### config.mk
export PLATFORM = sky130hd
export DESIGN_NAME = timed_tying_motor_sequencer_unit
export DESIGN_NICKNAME = d
export VERILOG_FILES = /design/src/ttms_pkg.sv /design/src/timed_tying_motor_sequencer_unit.sv
export SDC_FILE = /design/constraint.sdc
export NUM_CORES = 1
export LEC_CHECK = 0
export BUFFER_PORTS_ARGS = -buffer_cell sky130_fd_sc_hd__buf_2
export CORE_UTILIZATION = 41
export CTS_BUF_LIST = sky130_fd_sc_hd__clkbuf_4 sky130_fd_sc_hd__clkbuf_8 sky130_fd_sc_hd__clkbuf_16
export CTS_CLUSTER_SIZE = 28
export DETAILED_ROUTE_END_ITERATION = 10
export PLACE_DENSITY = 0.56
export SYNTH_ARGS = -nofsm -noshare
export SYNTH_HDL_FRONTEND = slang
export SYNTH_SLANG_ARGS = --single-unit
### constraint.sdc
create_clock -name clk -period 6.8 [get_ports clk]
set_input_delay 0.34 -clock clk [delete_from_list [all_inputs] [get_ports clk]]
set_output_delay 0.34 -clock clk [all_outputs]
set_load 0.02 [all_outputs]
### src/ttms_pkg.sv
`default_nettype none

package ttms_pkg;

  localparam int unsigned NOW_W    = 64;
  localparam int unsigned DUR_MS_W = 23;
  localparam int unsigned US_PER_MS = 1000;
  // 23-bit ms value times 1000 fits in 33 bits
  localparam int unsigned DUR_US_W = 33;
  localparam int unsigned DEF_TIME_WIDTH = 64;

  localparam int unsigned CFG_IDX_W = 2;
  localparam logic [CFG_IDX_W-1:0] REG_GRAB    = 2'd0;
  localparam logic [CFG_IDX_W-1:0] REG_TIE     = 2'd1;
  localparam logic [CFG_IDX_W-1:0] REG_CUT     = 2'd2;
  localparam logic [CFG_IDX_W-1:0] REG_RELEASE = 2'd3;

  typedef enum logic [2:0] {
    PH_IDLE    = 3'd0,
    PH_GRAB    = 3'd1,
    PH_TIE     = 3'd2,
    PH_CUT     = 3'd3,
    PH_RELEASE = 3'd4
  } phase_t;

  typedef struct packed {
    logic [NOW_W-1:0] now_us;
    logic             start_request;
  } upd_word_t;

  typedef struct packed {
    logic [2:0] phase;
    logic       grabber_forward;
    logic       grabber_reverse;
    logic       tier_forward;
    logic       tier_reverse;
    logic       start_taken;
  } res_word_t;

endpackage

`default_nettype wire

### src/timed_tying_motor_sequencer_unit.sv
`default_nettype none
// Channel  Direction  Handshake                Word
// upd      in         upd_valid / upd_stall    upd_word_t: now_us, start_request
// res      out        res_valid / res_stall    res_word_t: phase, motor lines, start_taken
// cfg      in         cfg_valid / cfg_ready    cfg_index (register), cfg_data (ms)
//
// One update word per clock, sustained while res_stall stays low; a result word is
// valid once its update has passed the input register, then the result register.
// Phase state advances when the input register hands its word to the result
// register, so the elapsed check is one subtract and one compare per cycle.
// A stalled result holds; the input register then fills and upd_stall rises.
// rst is synchronous: phase idle, no pending start, durations zero, both
// registers empty. Duration writes are taken in every cycle (cfg_ready high).

module timed_tying_motor_sequencer_unit
  import ttms_pkg::*;
#(
  parameter int unsigned TIME_WIDTH = DEF_TIME_WIDTH
) (
  input  wire logic                 clk,
  input  wire logic                 rst,
  input  wire logic                 upd_valid,
  output logic                      upd_stall,
  input  wire upd_word_t            upd_word,
  output logic                      res_valid,
  input  wire logic                 res_stall,
  output res_word_t                 res_word,
  input  wire logic                 cfg_valid,
  output logic                      cfg_ready,
  input  wire logic [CFG_IDX_W-1:0] cfg_index,
  input  wire logic [DUR_MS_W-1:0]  cfg_data
);

  // compare width covers both elapsed time and scaled duration
  localparam int unsigned CMP_W = (TIME_WIDTH > DUR_US_W) ? TIME_WIDTH : DUR_US_W;

  // durations, kept pre-scaled to microseconds
  logic [DUR_US_W-1:0] grab_us;
  logic [DUR_US_W-1:0] tie_us;
  logic [DUR_US_W-1:0] cut_us;
  logic [DUR_US_W-1:0] release_us;
  logic [DUR_US_W-1:0] cfg_us;

  // input register
  logic      s1_valid;
  upd_word_t s1_word;
  logic      adv;

  // sequencer state
  phase_t                phase;
  phase_t                phase_next;
  logic [TIME_WIDTH-1:0] stamp;
  logic                  pending;
  logic                  pending_next;

  // per-update datapath
  logic [TIME_WIDTH-1:0] now_t;
  logic [TIME_WIDTH-1:0] diff;
  logic [DUR_US_W-1:0]   dur_sel;
  logic                  done;
  logic                  pend_eff;
  logic                  taken;
  logic                  restamp;
  res_word_t             res_calc;

  assign cfg_ready = 1'b1;
  assign cfg_us    = DUR_US_W'(cfg_data) * DUR_US_W'(US_PER_MS);

  always_ff @(posedge clk) begin
    if (rst) begin
      grab_us    <= '0;
      tie_us     <= '0;
      cut_us     <= '0;
      release_us <= '0;
    end else if (cfg_valid && cfg_ready) begin
      case (cfg_index)
        REG_GRAB:    grab_us    <= cfg_us;
        REG_TIE:     tie_us     <= cfg_us;
        REG_CUT:     cut_us     <= cfg_us;
        REG_RELEASE: release_us <= cfg_us;
        default:     ;
      endcase
    end
  end

  // word moves to the result register when that one is free or draining
  assign adv       = s1_valid && (!res_valid || !res_stall);
  assign upd_stall = s1_valid && !adv;

  always_ff @(posedge clk) begin
    if (rst) begin
      s1_valid <= 1'b0;
    end else if (upd_valid && !upd_stall) begin
      s1_valid <= 1'b1;
    end else if (adv) begin
      s1_valid <= 1'b0;
    end
  end

  always_ff @(posedge clk) begin
    if (upd_valid && !upd_stall) begin
      s1_word <= upd_word;
    end
  end

  assign now_t = s1_word.now_us[TIME_WIDTH-1:0];
  assign diff  = now_t - stamp;

  always_comb begin
    case (phase)
      PH_GRAB:    dur_sel = grab_us;
      PH_TIE:     dur_sel = tie_us;
      PH_CUT:     dur_sel = cut_us;
      PH_RELEASE: dur_sel = release_us;
      default:    dur_sel = '0;
    endcase
  end

  assign done     = CMP_W'(diff) > CMP_W'(dur_sel);
  assign pend_eff = pending || s1_word.start_request;

  // next phase, pending start and result word
  always_comb begin
    phase_next   = phase;
    pending_next = pend_eff;
    taken        = 1'b0;
    restamp      = 1'b0;
    case (phase)
      PH_IDLE: begin
        if (pend_eff) begin
          phase_next   = PH_GRAB;
          pending_next = 1'b0;
          taken        = 1'b1;
          restamp      = 1'b1;
        end
      end
      PH_GRAB: begin
        if (done) begin
          phase_next = PH_TIE;
          restamp    = 1'b1;
        end
      end
      PH_TIE: begin
        if (done) begin
          phase_next = PH_CUT;
          restamp    = 1'b1;
        end
      end
      PH_CUT: begin
        if (done) begin
          phase_next = PH_RELEASE;
          restamp    = 1'b1;
        end
      end
      PH_RELEASE: begin
        // back to idle keeps the old stamp
        if (done) begin
          phase_next = PH_IDLE;
        end
      end
      default: phase_next = PH_IDLE;
    endcase

    res_calc                 = '0;
    res_calc.phase           = phase_next;
    res_calc.grabber_forward = (phase_next == PH_GRAB);
    res_calc.tier_forward    = (phase_next == PH_TIE);
    res_calc.tier_reverse    = (phase_next == PH_CUT);
    res_calc.grabber_reverse = (phase_next == PH_RELEASE);
    res_calc.start_taken     = taken;
  end

  always_ff @(posedge clk) begin
    if (rst) begin
      phase   <= PH_IDLE;
      pending <= 1'b0;
      stamp   <= '0;
    end else if (adv) begin
      phase   <= phase_next;
      pending <= pending_next;
      if (restamp) begin
        stamp <= now_t;
      end
    end
  end

  // result register
  always_ff @(posedge clk) begin
    if (rst) begin
      res_valid <= 1'b0;
    end else if (adv) begin
      res_valid <= 1'b1;
    end else if (!res_stall) begin
      res_valid <= 1'b0;
    end
  end

  always_ff @(posedge clk) begin
    if (adv) begin
      res_word <= res_calc;
    end
  end

`ifndef SYNTH
  a_taken_enters_grab: assert property (@(posedge clk) disable iff (rst)
    res_valid && res_word.start_taken |-> res_word.phase == PH_GRAB)
    else $error("start taken without entering grab");

  a_one_motor_line: assert property (@(posedge clk) disable iff (rst)
    res_valid |-> $onehot0({res_word.grabber_forward, res_word.grabber_reverse,
                            res_word.tier_forward, res_word.tier_reverse}))
    else $error("more than one motor line driven");

  a_phase_holds: assert property (@(posedge clk) disable iff (rst)
    !adv |=> $stable(phase))
    else $error("phase changed without an update");

  a_taken_from_idle: assert property (@(posedge clk) disable iff (rst)
    adv && taken |-> phase == PH_IDLE && pend_eff)
    else $error("start taken outside idle");
`endif

endmodule

`default_nettype wire

==> out/results.tsv <==
metric	value	unit
outcome	completed	
final-report hold violation count	0	
first-pass iteration count of the detailed router	7	
total CTS buffers	30	
beginning of the critical path	now_t[6]	
Yosys warning count	0	
count of clock tree sinks	263	
first-pass GRT wire length	80.5	mm
Worst Reg-to-Reg Cells	21	
syn nets	2476	
Final ANT Viol Nets	0	
Post-synth EDFFs	73	
WP data arrival	6.41	ns
number of antenna violations at the first check in global routing	0	
Layout Utilization	47.4	%
Least-Margin Pin Slew	1.10	ns
fin crit share	87.3	%
Yosys cell types	95	
Max VDD drop	0.202	mV
vias in the first global route	15163	
met2 wire len	22.4	mm
Worst setup EP type	flip-flop	
fin area	21700	um2
Post-Synthesis Cells	2138	
synthesized area	19200	um2
commonest cells after routing, fill and taps aside	nand2_1 (290), a21oi_1 (216), dfxtp_1 (190)	
std cell rows	78	
DRC violations left	0	
Setup TNS Final	0	ns
via count	15671	
Setup violations, final	0	
DR WL met3	2.25	mm
reg2reg start	now_t[6]	
top_reg_cell synth	dfxtp_1	
DR WL/cell	17.3	um
P per Cell Area	313	nW/um2
maxcap violations	0	
register area	6000	um2
R2R Path End	phase[2]	
Global Route Usage Sum	20.8	%
Worst Path Required	7.27	ns
final WL	49.6	mm
startpoint class of the critical path	flip-flop	
Filler Cell Count	4362	
IO buf count	104	
area delta synth->final	13.1	%
core box area	45800	um2
clock transition at the registers of the reported paths	0.06	ns
DR top layer	met4	
leakage power	8.29	nW
number of H-tree levels	1	
dpl hpwl	35.9	mm
synthesized flop and latch total	263	
Max Clock Freq	168	MHz
CTS tree	built	
Die Area	47700	um2
largest net degree at the start of global routing	168	
sequential fraction of the synthesis area	31.2	%
Rel. slew slack	26.8	%
Die H	218	um
Crit Path Max Fanout	8	
First DRT Iteration DRCs	952	
FFs w/ async S/R, synth	0	%
skew final	0.0189	ns
Hold Path Class	in -> reg	
area of the multi-input gates	12200	um2
chip width	218	um
critical path endpoint	phase[2]	
fin nets	2576	
Tmin final	5.94	ns
WS Path Type	reg -> reg	
gpl congestion	0.948	
gr ovfl total	0	
initial cell density of the core	41.9	%
clk buf depth	3	
syn_area_per_cell	8.98	um2
antenna cell count	0	
most common cell after layout, fill and taps aside	nand2_1	
Area after DPL	20000	um2
layout cells sized above 1	9.46	%
root buffer cell	clkbuf_16	
DR vias/cell	5.48	
Metal-1 WL	24.0	mm
I/O Pins	106	
Reg2Reg Setup Slack	0.86	ns
clk_lat worst skew	0.58	ns
max-slew violation total from the final report	0	
RSZ-0062 raised after global routing	no	
CTS resizes	0	
[through the flow]
step / instances / setup slack, ns / hold slack (ns) / power (W)
global route: 2862 / 0.426 / 0.0547 / 0.00736
CTS: 2862 / 0.880 / 0.00168 / 0.00686
global placement: 2740 / 1.14 / 0.441 / 0.00511
detailed placement: 2740 / 0.901 / 0.447 / 0.00517
finish: 2862 / 0.864 / 0.0245 / 0.00680
floorplan: 2138 / 1.68 / 0.436 / 0.00437
[sequential cells by signal, indices dropped and copies added, names as in the netlist]
| register | flops |
|---|---|
| grab_us | 30 |
| release_us | 30 |
| res_word | 8 |
| s1_word | 1 |
| phase | 3 |
| stamp | 64 |
| cut_us | 30 |
| pending | 1 |
| now_t | 64 |
| res_valid | 1 |
| tie_us | 30 |
| s1_valid | 1 |
[repair_timing]
action	in CTS	in global routing
setup buffers	0	0
endpoints found under the hold margin	66	0
hold buffers	66	0
[cells in the mapped netlist, drive strengths merged (36+ instances only)]
| cell type | n | area share (%) |
|---|---|---|
| a21o | 37 | 1.4 |
| a21oi | 218 | 5.8 |
| a221oi | 36 | 1.8 |
| clkbuf | 82 | 1.6 |
| dfxtp | 190 | 20 |
| edfxtp | 73 | 11 |
| fa | 83 | 8.7 |
| ha | 160 | 10 |
| inv | 121 | 2.4 |
| mux2i | 71 | 3.7 |
| nand2 | 291 | 5.7 |
| nand2b | 139 | 4.6 |
| nor2 | 107 | 2.1 |
| o21ai | 65 | 1.7 |
| xnor2 | 48 | 2.2 |
[cells by family after synthesis]
kind of cell	share of synthesized area, %
AO/OA/AOI/OAI	18.9
XOR/XNOR	3.19
adder cells (fa/ha/maj)	19.1
buffers and inverters	5.33
flip-flops	31.2
multiplexers	3.94
other	0.0195
AND/OR/NAND/NOR	18.3
[worst min-delay path by stage]
| stage | start | to | slack, ns | depth (start not counted) |
|---|---|---|---|---|
| after global placement | grab_us[21] | grab_us[21] | 0.44 | 2 |
| after floorplan | grab_us[10] | grab_us[10] | 0.44 | 2 |
| after detailed placement | cut_us[21] | cut_us[21] | 0.45 | 2 |
| after CTS | res_stall | res_valid | 0.002 | 3 |
| final | res_stall | res_valid | 0.02 | 3 |
| after global routing | res_stall | res_valid | 0.05 | 3 |
[per-layer routing]
layer	track usage, %	vias to the layer above
met2	33.8	362
met5	0	-
met1	29.8	7496
met3	1.82	50
li1	-	7763
met4	4.50	0
[where the power goes]
| part | internal (W) | total [W] | switching (W) |
|---|---|---|---|
| clock | 0.000957 | 0.00162 | 0.000667 |
| sequential | 0.00182 | 0.00193 | 0.000104 |
| combinational | 0.00127 | 0.00325 | 0.00198 |
| total | 0.00405 | 0.00680 | 0.00276 |
[cell type report]
class,instances,area share (%)
clock buffer,47,4.35
tap,600,3.46
multi-input combinational,1642,56.3
timing repair buffer,180,5.87
clock inverter,9,0.300
inverter,121,2.09
sequential,263,27.6
[critical path, cell delays in order (launching register included)]
cell and delay, ns:
edfxtp_1 0.39, ha_1 0.37, a21o_1 0.22, or3_4 0.34
o21ai_1 0.24, o311ai_0 0.23, a21oi_1 0.42, o21bai_1 0.16
a21oi_1 0.21, xnor2_1 0.11, ha_1 0.32, nand4_1 0.13
or4_1 0.53, o22ai_1 0.14, a21oi_1 0.09, nor4_2 0.31
nand3_1 0.13, nor4b_1 0.28, and4_1 0.21, and4_1 0.44
mux2_1 0.39, o21a_1 0.17
No activity file was read; power rests on OpenSTA's default activity.
